## src/rtl/iodrb_pkg.sv

```systemverilog
// Types and constants shared by the in-order delivery reorder buffer.
`timescale 1ns / 1ps

package iodrb_pkg;

  localparam int unsigned PEER_W = 4;
  localparam int unsigned SEQ_W  = 32;
  localparam int unsigned TAG_W  = 16;
  // Distance into the window; it fits windows of up to 64 slots, a limit the block does not enforce.
  localparam int unsigned DIST_W = 6;

  localparam logic KIND_ACK = 1'b0;
  localparam logic KIND_MSG = 1'b1;

  typedef struct packed {
    logic [PEER_W-1:0] peer_id;
    logic [SEQ_W-1:0]  seq;
    logic [TAG_W-1:0]  payload_tag;
  } req_t;

  typedef struct packed {
    logic              kind;
    logic [PEER_W-1:0] peer_out;
    logic [SEQ_W-1:0]  seq_out;
    logic [TAG_W-1:0]  tag_out;
    logic              overflow;
    logic              last;
  } res_t;

  // What the front end decided about one request.
  typedef enum logic [1:0] {
    CLS_ACK,  // bad peer or duplicate: plain acknowledgement
    CLS_OVF,  // beyond the window: acknowledgement with overflow
    CLS_BUF,  // ahead of the expected number: store in the window
    CLS_EXP   // the expected number: deliver it and the run behind it
  } cls_e;

  typedef struct packed {
    cls_e              cls;
    logic [PEER_W-1:0] peer;
    logic [SEQ_W-1:0]  seq;
    logic [TAG_W-1:0]  tag;
    logic [DIST_W-1:0] delta;
  } cmd_t;

  typedef enum logic {
    BK_IDLE,
    BK_RUN
  } bk_state_e;

endpackage

```

## src/rtl/iodrb_front.sv

```systemverilog
// Front end: accepts requests and classifies them against the expected number.
`timescale 1ns / 1ps

module iodrb_front #(
  parameter int unsigned NUM_PEERS = 16,
  parameter int unsigned WINDOW    = 16,
  parameter int unsigned PW        = 4
) (
  input  logic                         clk_i,
  input  logic                         rst_ni,
  input  logic                         push_i,
  output logic                         full_o,
  input  iodrb_pkg::req_t              req_i,
  output logic [PW-1:0]                ne_peer_o,
  input  logic [iodrb_pkg::SEQ_W-1:0]  ne_i,
  output logic                         cmd_wr_o,
  output iodrb_pkg::cmd_t              cmd_o,
  input  logic                         cmd_full_i,
  input  logic                         run_done_i
);
  import iodrb_pkg::*;

  logic             pending_q, pending_d;
  logic             accept, peer_ok, behind;
  logic [SEQ_W-1:0] delta;
  cls_e             cls;

  // While a delivery run is outstanding the expected number is moving.
  assign full_o    = cmd_full_i | pending_q;
  assign accept    = push_i & ~full_o;
  assign peer_ok   = (32'(req_i.peer_id) < NUM_PEERS);
  assign ne_peer_o = req_i.peer_id[PW-1:0];
  assign behind    = (req_i.seq < ne_i);
  assign delta     = req_i.seq - ne_i;

  always_comb begin
    priority if (!peer_ok || behind) begin
      cls = CLS_ACK;
    end else if (delta >= 32'(WINDOW)) begin
      cls = CLS_OVF;
    end else if (delta == '0) begin
      cls = CLS_EXP;
    end else begin
      cls = CLS_BUF;
    end
  end

  always_comb begin
    cmd_o.cls   = cls;
    cmd_o.peer  = req_i.peer_id;
    cmd_o.seq   = req_i.seq;
    cmd_o.tag   = req_i.payload_tag;
    cmd_o.delta = delta[DIST_W-1:0];
  end

  assign cmd_wr_o = accept;

  always_comb begin
    priority if (accept && (cls == CLS_EXP)) begin
      pending_d = 1'b1;
    end else if (run_done_i) begin
      pending_d = 1'b0;
    end else begin
      pending_d = pending_q;
    end
  end

  always_ff @(posedge clk_i or negedge rst_ni) begin
    if (!rst_ni) begin
      pending_q <= 1'b0;
    end else begin
      pending_q <= pending_d;
    end
  end

endmodule

```

## config.mk

```make
export PLATFORM = sky130hd
export DESIGN_NAME = iodrb_front
export DESIGN_NICKNAME = d
export VERILOG_FILES = /design/src/rtl/iodrb_pkg.sv /design/src/rtl/iodrb_front.sv
export SDC_FILE = /design/constraint.sdc
export NUM_CORES = 1
export LEC_CHECK = 0
export BUFFER_PORTS_ARGS = -buffer_cell sky130_fd_sc_hd__buf_4
export CAP_MARGIN = 15
export CELL_PAD_IN_SITES_DETAIL_PLACEMENT = 1
export CELL_PAD_IN_SITES_GLOBAL_PLACEMENT = 2
export CORE_MARGIN = 5
export CORE_UTILIZATION = 25
export CTS_CLUSTER_SIZE = 8
export DETAILED_ROUTE_END_ITERATION = 7
export PLACE_DENSITY = 0.95
export SKIP_CTS_REPAIR_TIMING = 1
export SLEW_MARGIN = 20
export SYNTH_ARGS = -nofsm -noshare
export SYNTH_HDL_FRONTEND = slang
export SYNTH_SLANG_ARGS = --single-unit
```

## constraint.sdc

```tcl
create_clock -name clk_i -period 4.22 [get_ports clk_i]
set_input_delay 0 -clock clk_i [delete_from_list [all_inputs] [get_ports clk_i]]
set_output_delay 0 -clock clk_i [all_outputs]
set_load 0.02 [all_outputs]
```

==> flow_summary_export.csv <==
group,metric,value,unit
status,status,"finished, final reports clean",
setup_path,critPathMaxFanout,4,
setup_path,critical_path_class,"input port to flip-flop",
synth,yosysSeqAreaShare,0.874,%
hold_path,hold_class,"input port to output port",
setup_path,startpoint,"req_i[16]",
final_layout,largest_register_ffs,1,
synth,async_flop_share,100,%
pwr,p_leak,1.60,nW
setup_path,cp-start-kind,"input port",
floorplan,initial_core_util,25.3,%
placement,post_dp_cell_area,3350,um2
final_layout,area_growth,17.4,%
floorplan,core_area,11300,um2
global_route,globalRouteTotalUtil,13.1,%
timing,slew_violations,0,
synth,muxShareOfSynthArea,2.71,%
routing,dr_total_vias,3167,
timing,fin_crit,3270,ps
timing,slew_headroom,60.3,%
synth,yosysTopAreaCell,"buf_4",
final_layout,regMostFlops,"pending_q",
final_layout,fin_area,3360,um2
flow_run,drv_cap,0,
timing,finClkSkew,0,ps
synth,synth_top_area_share,15.5,%
synth,synth_common_cells,"buf_4, inv_1, a21oi_1, ha_1, nand2_1",
setup_path,path_common_cell,"o2111a_1",
routing,drt-pass1-iter-count,4,
final_layout,antenna_cells,0,
setup_path,critPathMaxStageDelay,430,ps
synth,synthTopCellsByArea,"buf_4, ha_1, a21oi_1",
floorplan,die_area,13700,um2
timing,holdWs,0.00562,ps
placement,gp_congestion,0.896,
setup_path,reg2reg_from,"pending_q",
synth,synth_edf_count,0,
timing,hold_viol,0,
timing,tightest_slew,590,ps
routing,drt_iter0_markers,125,
routing,via_per_inst,5.24,
routing,drc_errors,0,
synth,synth_cell_types,74,
floorplan,fp.dieH,117,um
timing,period_share,77.6,%
routing,ant_nets,0,
global_route,grt_pass1_vias,3191,
final_layout,reg_top3,"pending_q (1)",
timing,fin_setup_tns,0,ps
global_route,grt_pass1_wl,15.1,mm
placement,numPortBuffers,110,
synth,syn-instance-count,420,
clock_network,clk_latency,0,ps
routing,wl_per_cell,15.8,um
setup_path,crit_chain,"buf_4 -> inv_1 -> ha_1 -> fa_1 -> and2b_1 -> o2111a_1 -> o2111a_1 -> a221oi_1 -> a2111oi_2 -> and4_1 -> nor4bb_2 -> nand4_1 -> o41ai_2",
global_route,antenna_found_initial,0,
synth,synth_warnings,0,
pwr,peakVddDrop,0.0553,mV
timing,rsz0062_at_grt,"false",
synth,synth_fa_ha_area_share,14.7,%
global_route,grt-ovfl-total,0,
floorplan,dieWidth,117,um
pwr,power.density,154,nW/um2
clock_network,cts.reportedPaths.clkPinSlew,0,ps
setup_path,critPathTopFamily,"compound AO/OA/AOI/OAI gates",
setup_path,worstPathRequired,4120,ps
setup_path,crit_slowest_cell,"nor4bb_2",
synth,avgSynthCellArea,6.82,um2
synth,synth_flop_cell,"dfrtp_1",
synth,synthXorXnorAreaFrac,3.37,%
placement,dp_hpwl,8.36,mm
global_route,grt_start_max_net_pins,16,
setup_path,critPathArrivalTime,3170,ps
synth,synth_top_family_by_area,"compound AO/OA/AOI/OAI gates",
synth,synth.ff_latch_count,1,
final_layout,drive_gt1_share,27.3,%
floorplan,num_io_pins,155,
floorplan,rows,39,
timing,final-setup-viol-count,0,
synth,synth_area,2860,um2
timing,max_freq,0.305,GHz
hold_path,min_from,"req_i[6]",
synth,synth_compound_area_share,31.2,%
setup_path,cp-end-kind,"flip-flop",
synth,synth-simple-area-share,22.8,%
synth,syn-num-nets,542,
setup_path,cp.buffers_inverters,2,
routing,wirelength,9.54,mm
final_layout,layout.nets,585,
synth,synth.most_common_cell,"buf_4",
## final cells by class
type,count,area (um2)
timing repair buffer,111,836
fill,1443,7960
inverter,48,180
sequential,1,25.0
multi-input combinational,301,2140
tap,143,179
## kinds of logic (layout without fill, tap and decap cells)
kind of cell,Yosys count,after routing
adder cells (fa/ha/maj),33,33
multiplexers,7,7
AO/OA/AOI/OAI,129,129
AND/OR/NAND/NOR,121,121
buffers and inverters,118,159
flip-flops,1,1
XOR/XNOR,11,11
## cell usage in the layout, fill, tap and decap left out, types with 4 or more instances in the layout
master and count:
o21a_1 4, nor3_1 4, nand2_1 30, o21bai_1 6, o21ai_0 14, ha_1 32, a21oi_1 39, o21ai_1 7
o211ai_1 7, and3_1 7, nand3_1 10, buf_4 110, xnor2_1 8, a211oi_1 4, nand4_1 13, nor2_1 25
a21o_1 6, o221ai_1 4, o2111ai_1 4, inv_1 48, mux2i_1 4
## where the power goes
part	total [mW]	leakage, nW	switching, mW	internal (mW)
logic	0.509	1.59	0.294	0.215
clock network	0	0	0	0
registers	0.00976	0.0140	0.00000000000000138	0.00976
## worst paths after layout
check,end,slack (ps),cells after the start
hold / removal,cmd_o[12],0.006,0
max in group asynchronous,pending_q,3810,2
setup reg to reg,pending_q,3330,3
min in group asynchronous,pending_q,330,2
setup / recovery,pending_q,950,13
hold reg to reg,pending_q,600,3
## per-layer routing
layer | up-vias | GRT usage, % | part of all wire [%]
met1 | 1508 | 17.9 | 44
met3 | 19 | 0.566 | 5.1
li1 | 1550 | - | -
met2 | 90 | 23.5 | 49
met4 | 0 | 1.61 | 1.2
met5 | - | 0 | 0
## worst register-to-register path: stages, from the launching register on
cell,delay (ps)
dfrtp_1,360
nor2_1,140
nand2_1,110
o41ai_2,190
## metrics by stage
| stage | cells | utilization, % | total power [mW] | setup WS (ps) |
|---|---|---|---|---|
| 2_1_floorplan | 420 | - | 0.398 | 1420 |
| 3_3_place_gp | 603 | 29.6 | 0.506 | 1060 |
| 3_5_place_dp | 603 | 29.6 | 0.516 | 987 |
| 4_1_cts | 603 | 29.6 | 0.519 | 970 |
| 5_1_grt | 604 | 29.7 | 0.568 | 776 |
| 6_report | 604 | 29.7 | 0.519 | 945 |
Note: power is estimated with default switching activity, not from simulation.
