`src/rtl/iodrb_pkg.sv`:
```
// Types and constants shared by the in-order delivery reorder buffer.
`timescale 1ns / 1ps

package iodrb_pkg;

  localparam int unsigned PEER_W = 4;
  localparam int unsigned SEQ_W  = 32;
  localparam int unsigned TAG_W  = 16;
  // Distance into the window; it fits windows of up to 64 slots, a limit the block does not enforce.
  localparam int unsigned DIST_W = 6;

  localparam logic KIND_ACK = 1'b0;
  localparam logic KIND_MSG = 1'b1;

  typedef struct packed {
    logic [PEER_W-1:0] peer_id;
    logic [SEQ_W-1:0]  seq;
    logic [TAG_W-1:0]  payload_tag;
  } req_t;

  typedef struct packed {
    logic              kind;
    logic [PEER_W-1:0] peer_out;
    logic [SEQ_W-1:0]  seq_out;
    logic [TAG_W-1:0]  tag_out;
    logic              overflow;
    logic              last;
  } res_t;

  // What the front end decided about one request.
  typedef enum logic [1:0] {
    CLS_ACK,  // bad peer or duplicate: plain acknowledgement
    CLS_OVF,  // beyond the window: acknowledgement with overflow
    CLS_BUF,  // ahead of the expected number: store in the window
    CLS_EXP   // the expected number: deliver it and the run behind it
  } cls_e;

  typedef struct packed {
    cls_e              cls;
    logic [PEER_W-1:0] peer;
    logic [SEQ_W-1:0]  seq;
    logic [TAG_W-1:0]  tag;
    logic [DIST_W-1:0] delta;
  } cmd_t;

  typedef enum logic {
    BK_IDLE,
    BK_RUN
  } bk_state_e;

endpackage

```
`src/rtl/iodrb_cmd_fifo.sv`:
```
// Two-entry command queue between the front end and the back end.
`timescale 1ns / 1ps

module iodrb_cmd_fifo (
  input  logic             clk_i,
  input  logic             rst_ni,
  input  logic             wr_i,
  input  iodrb_pkg::cmd_t  wdata_i,
  output logic             full_o,
  input  logic             rd_i,
  output iodrb_pkg::cmd_t  rdata_o,
  output logic             empty_o
);
  import iodrb_pkg::*;

  logic [1:0] cnt_q, cnt_d;
  logic       wptr_q, rptr_q;
  logic       do_wr, do_rd;
  cmd_t       mem_q [2];

  assign full_o  = cnt_q[1];
  assign empty_o = (cnt_q == 2'd0);
  assign do_wr   = wr_i & ~full_o;
  assign do_rd   = rd_i & ~empty_o;
  assign rdata_o = mem_q[rptr_q];

  always_comb begin
    unique case ({do_wr, do_rd})
      2'b10:   cnt_d = cnt_q + 2'd1;
      2'b01:   cnt_d = cnt_q - 2'd1;
      default: cnt_d = cnt_q;
    endcase
  end

  always_ff @(posedge clk_i or negedge rst_ni) begin
    if (!rst_ni) begin
      cnt_q  <= 2'd0;
      wptr_q <= 1'b0;
      rptr_q <= 1'b0;
    end else begin
      cnt_q <= cnt_d;
      if (do_wr) begin
        wptr_q <= ~wptr_q;
      end
      if (do_rd) begin
        rptr_q <= ~rptr_q;
      end
    end
  end

  always_ff @(posedge clk_i) begin
    if (do_wr) begin
      mem_q[wptr_q] <= wdata_i;
    end
  end

endmodule

```
`config.mk`:
```
export PLATFORM = sky130hd
export DESIGN_NAME = iodrb_cmd_fifo
export DESIGN_NICKNAME = d
export VERILOG_FILES = /design/src/rtl/iodrb_pkg.sv /design/src/rtl/iodrb_cmd_fifo.sv
export SDC_FILE = /design/constraint.sdc
export NUM_CORES = 1
export LEC_CHECK = 0
export ABC_AREA = 1
export BUFFER_PORTS_ARGS = -buffer_cell sky130_fd_sc_hd__buf_2
export CAP_MARGIN = 20
export CORE_UTILIZATION = 56
export CTS_CLUSTER_SIZE = 20
export DETAILED_ROUTE_END_ITERATION = 7
export GPL_ROUTABILITY_DRIVEN = 0
export GPL_TIMING_DRIVEN = 0
export PLACE_DENSITY = 0.81
export SETUP_SLACK_MARGIN = 0.1
export SYNTH_ARGS = -nofsm -noshare
export SYNTH_HDL_FRONTEND = slang
export SYNTH_SLANG_ARGS = --single-unit
```
`constraint.sdc`:
```
create_clock -name clk_i -period 7.6 [get_ports clk_i]
set_input_delay 0.76 -clock clk_i [delete_from_list [all_inputs] [get_ports clk_i]]
set_output_delay 0.76 -clock clk_i [all_outputs]
set_load 0.05 [all_outputs]
```
==> impl_table.tex <==
\begin{tabular}{lr}
\hline
Metric & Value \\
\hline
\multicolumn{2}{l}{\textbf{Worst setup path}} \\
Worst-path maximum fanout & 10 \\
Path depth of the worst reg2reg path & 4 \\
Endpoint required time on the critical path & about 6.8 ns \\
Kind of capture point of the worst setup path & primary output \\
Worst path bufs/invs & 4 \\
Top delay family on crit path & buffers and inverters \\
Worst Setup Path Type & flop to primary output \\
Setup slack, reg-to-reg & $\sim$5.6 ns \\
Slowest cell delay on critical path & 0.37 ns \\
Cells traversed along the worst timing path & buf\_6, inv\_6, buf\_6, nand2\_1, nand2\_1, buf\_2 \\
Category of the worst setup path launch point & flop \\
Cell with the largest stage delay on the worst path & dfrtp\_1 \\
Start of the worst register-to-register path & cnt\_q[1] \\
Critical path arrival & 1.68 ns \\
Endpoint of the worst-slack reg-to-reg timing path & mem\_q[1][6] \\
\multicolumn{2}{l}{\textbf{Flow run}} \\
Number of max-capacitance violations reported & 0 \\
\multicolumn{2}{l}{\textbf{Min path}} \\
Worst Hold Class & input pin to asynchronous set/reset pin \\
\multicolumn{2}{l}{\textbf{Clock network}} \\
Buffers from clock root to sink, at most & 2 \\
Number of levels in the clock H-tree & 4 \\
Root buffer cell & clkbuf\_8 \\
Post-CTS setup repair buffer count & 0 \\
TritonCTS clock tree & built \\
Skew-Pair Late Insertion Delay & 0.50 ns \\
Number of buffers created by CTS & 17 \\
Hold buffer count at cts & 0 \\
Clock-pin slew of the registers on the worst-case setup and hold paths & 0.05 ns \\
Number of gates resized after CTS & 0 \\
CTS sink count & 124 \\
\multicolumn{2}{l}{\textbf{Synth}} \\
Avg Synthesized Cell Area & $\sim$14 um\^{}2 \\
Fraction of the mapped netlist area in adder cells & 0.00270 \\
Main combinational cell family by area after synthesis & simple AND/OR/NAND/NOR gates \\
Post-Syn Area & 4630 um\^{}2 \\
Mux contribution to synthesized area & 0 \\
Simple-gate area share of the yosys netlist & 0.158 \\
Syn\_nets & 407 \\
Fraction of the mapped netlist area in compound gates & 0 \\
Number of different library cells in the post-synthesis netlist & 14 \\
Syn Inst Count & roughly 340 \\
Post-Synth XOR/XNOR Area & 0.00378 \\
Flip-flop and latch count after synthesis & between 100 and 150 \\
Synthesis warning total & 0 \\
Portion of the post-synthesis area used by sequential elements & 0.799 \\
\multicolumn{2}{l}{\textbf{GRT}} \\
Met2 track demand over resource in global routing & 0.354 \\
GR Util met1 & 0.259 \\
Pin count of the biggest net entering global routing & 33 \\
Remaining global-route overflow & 0 \\
All-layer global routing usage & 0.215 \\
First-pass GRT wire length & 13500 um \\
Top Usage Layer GRT & met2 \\
Antenna violations before repair & 0 \\
Met3 capacity usage during global routing & 0.0599 \\
Via count of the first global-routing pass & 2924 \\
\multicolumn{2}{l}{\textbf{Run status}} \\
Run status & completed \\
\multicolumn{2}{l}{\textbf{Detailed routing}} \\
DRT iter0 DRCs & $\sim$180 \\
Routed via count & 2944 \\
DRC violations left & 0 \\
Wire length reported by the detailed router & about 8600 um \\
Average routed wire per standard cell & 14.3 um \\
Router iterations before antenna repair & 4 \\
Antenna-violating nets left & 0 \\
Post-DR vias/cell & about 5 \\
\multicolumn{2}{l}{\textbf{STA}} \\
Final period demand of the worst path & between 2 and 2.5 ns \\
Fmax & a little over 0.4 GHz \\
RSZ-0062 raised after global routing & no \\
Post-route fraction of the period consumed by the critical path & 0.322 \\
Max Slew Vio Count & 0 \\
Worst-margin pin slew & about 0.89 ns \\
Rel. slew slack & 0.403 \\
Final clock skew & 0.00577 ns \\
Final Setup Violations & 0 \\
Final hold vios & 0 \\
Total negative slack for setup checks & 0 ns \\
\multicolumn{2}{l}{\textbf{Cells and area}} \\
Filler instances & around 500 \\
Inserted Diodes & 0 \\
Finished Core Util & 0.769 \\
Nets & 553 \\
Relative area change from synthesis to final layout & 30.3\% \\
Fraction of layout cells with a size suffix above 1 & 0.341 \\
\multicolumn{2}{l}{\textbf{Pwr}} \\
Switching power & approximately 1.3 mW \\
Relative contribution of the clock network to total power & 0.265 \\
Part of the power in combinational logic & 0.419 \\
Part of the power in registers & 0.316 \\
Reported leakage power & between 2 and 3 nW \\
Power per standard cell area & around 500 nW/um\^{}2 \\
Internal Dissipation & roughly 1.7 mW \\
Peak ir drop on the vdd network & between 0.2 and 0.3 mV \\
Switching Share & 0.426 \\
Total power & roughly 3.0 mW \\
\multicolumn{2}{l}{\textbf{Floorplanning}} \\
Core area & between 7000 and 8000 um\^{}2 \\
Std-Cell Rows & 32 \\
I/O pins & around 130 \\
Die boundary width & 93.0 um \\
Die area & $\sim$8600 um\^{}2 \\
Initial cell density of the core & 0.590 \\
Die Ht & 93.0 um \\
\multicolumn{2}{l}{\textbf{Place}} \\
Half-perimeter wire length of the detailed placement result & approximately 5600 um \\
IO buf count & roughly 130 \\
\hline
\end{tabular}
## power groups by stage
stage               registers, mW  clock network (mW)  logic, mW
floorplan                   0.972                   0      0.951
global placement            0.973                   0       1.22
detailed placement          0.960                   0       1.26
CTS                         0.948               0.806       1.27
global route                0.957               0.835       1.34
finish                      0.947               0.794       1.26
## logic make-up after synthesis
group,after synthesis
DFF,124
adders and majority gates,1
buffers and inverters,21
xor gates and xnor gates,2
and+or+nand+nor,194
## routing by layer
layer,vias to the layer above,wire (um),share of wire
li1,1451,-,-
met3,21,374,0.043
met1,1368,3540,0.41
met4,0,229,0.026
met5,-,0,0
met2,104,4500,0.52
## cell usage after synthesis, drive strengths merged
cell,number,area share
buf,13,0.028
dfrtp,4,0.022
edfxtp,120,0.78
ha,1,0.0027
inv,8,0.0076
nand2,189,0.15
nand3,2,0.0022
nand4,1,0.0014
nor2,2,0.0016
xnor2,1,0.0019
xor2,1,0.0019
## sequential cells by signal, indices dropped and copies added, names as in the netlist
| name | cells |
|---|---|
| rptr_q | 1 |
| cnt_q | 2 |
| mem_q | 120 |
| wptr_q | 1 |
## area by class of cell
type / count / area (um^2) / area share
sequential: 124 / 3700 / 0.614
multi-input combinational: 197 / 778 / 0.129
timing repair buffer: 127 / 666 / 0.110
clock buffer: 18 / 418 / 0.0692
clock inverter: 14 / 176 / 0.0292
buffer: 13 / 131 / 0.0218
tap: 102 / 128 / 0.0211
inverter: 8 / 35.0 / 0.00580
## placed cells by master, fill, tap and decap left out, drive strengths merged
master	netlist	routed
dfrtp	4	4
inv	8	8
clkinv	0	6
ha	1	1
nor2	2	2
buf	13	140
edfxtp	120	120
nand4	1	1
nand3	2	2
xor2	1	1
xnor2	1	1
bufinv	0	4
nand2	189	189
clkinvlp	0	4
clkbuf	0	18
## worst max path at each step
stage | cells past startpoint | slack (ns) | to | startpoint
after floorplan | 2 | 3.74 | mem_q[0][0] | wr_i
after global placement | 3 | 2.39 | mem_q[0][6] | wr_i
after detailed placement | 4 | 5.17 | mem_q[1][23] | wr_i
after CTS | 6 | 5.12 | rdata_o[36] | rptr_q
after global routing | 6 | 5.07 | rdata_o[39] | rptr_q
final | 6 | 5.16 | rdata_o[30] | rptr_q
## metrics by stage
step / instance area, um^2 / hold slack, ns / instances / setup WS (ns)
2_1_floorplan: 4630 / 0.464 / 342 / 3.74
3_3_place_gp: 5390 / 0.477 / 569 / 2.39
3_5_place_dp: 5440 / 0.482 / 571 / 5.17
4_1_cts: 6040 / 0.0369 / 603 / 5.12
5_1_grt: 6040 / 0.0423 / 603 / 5.07
6_report: 6040 / 0.0595 / 603 / 5.16
(Power assumes the default switching activity.)
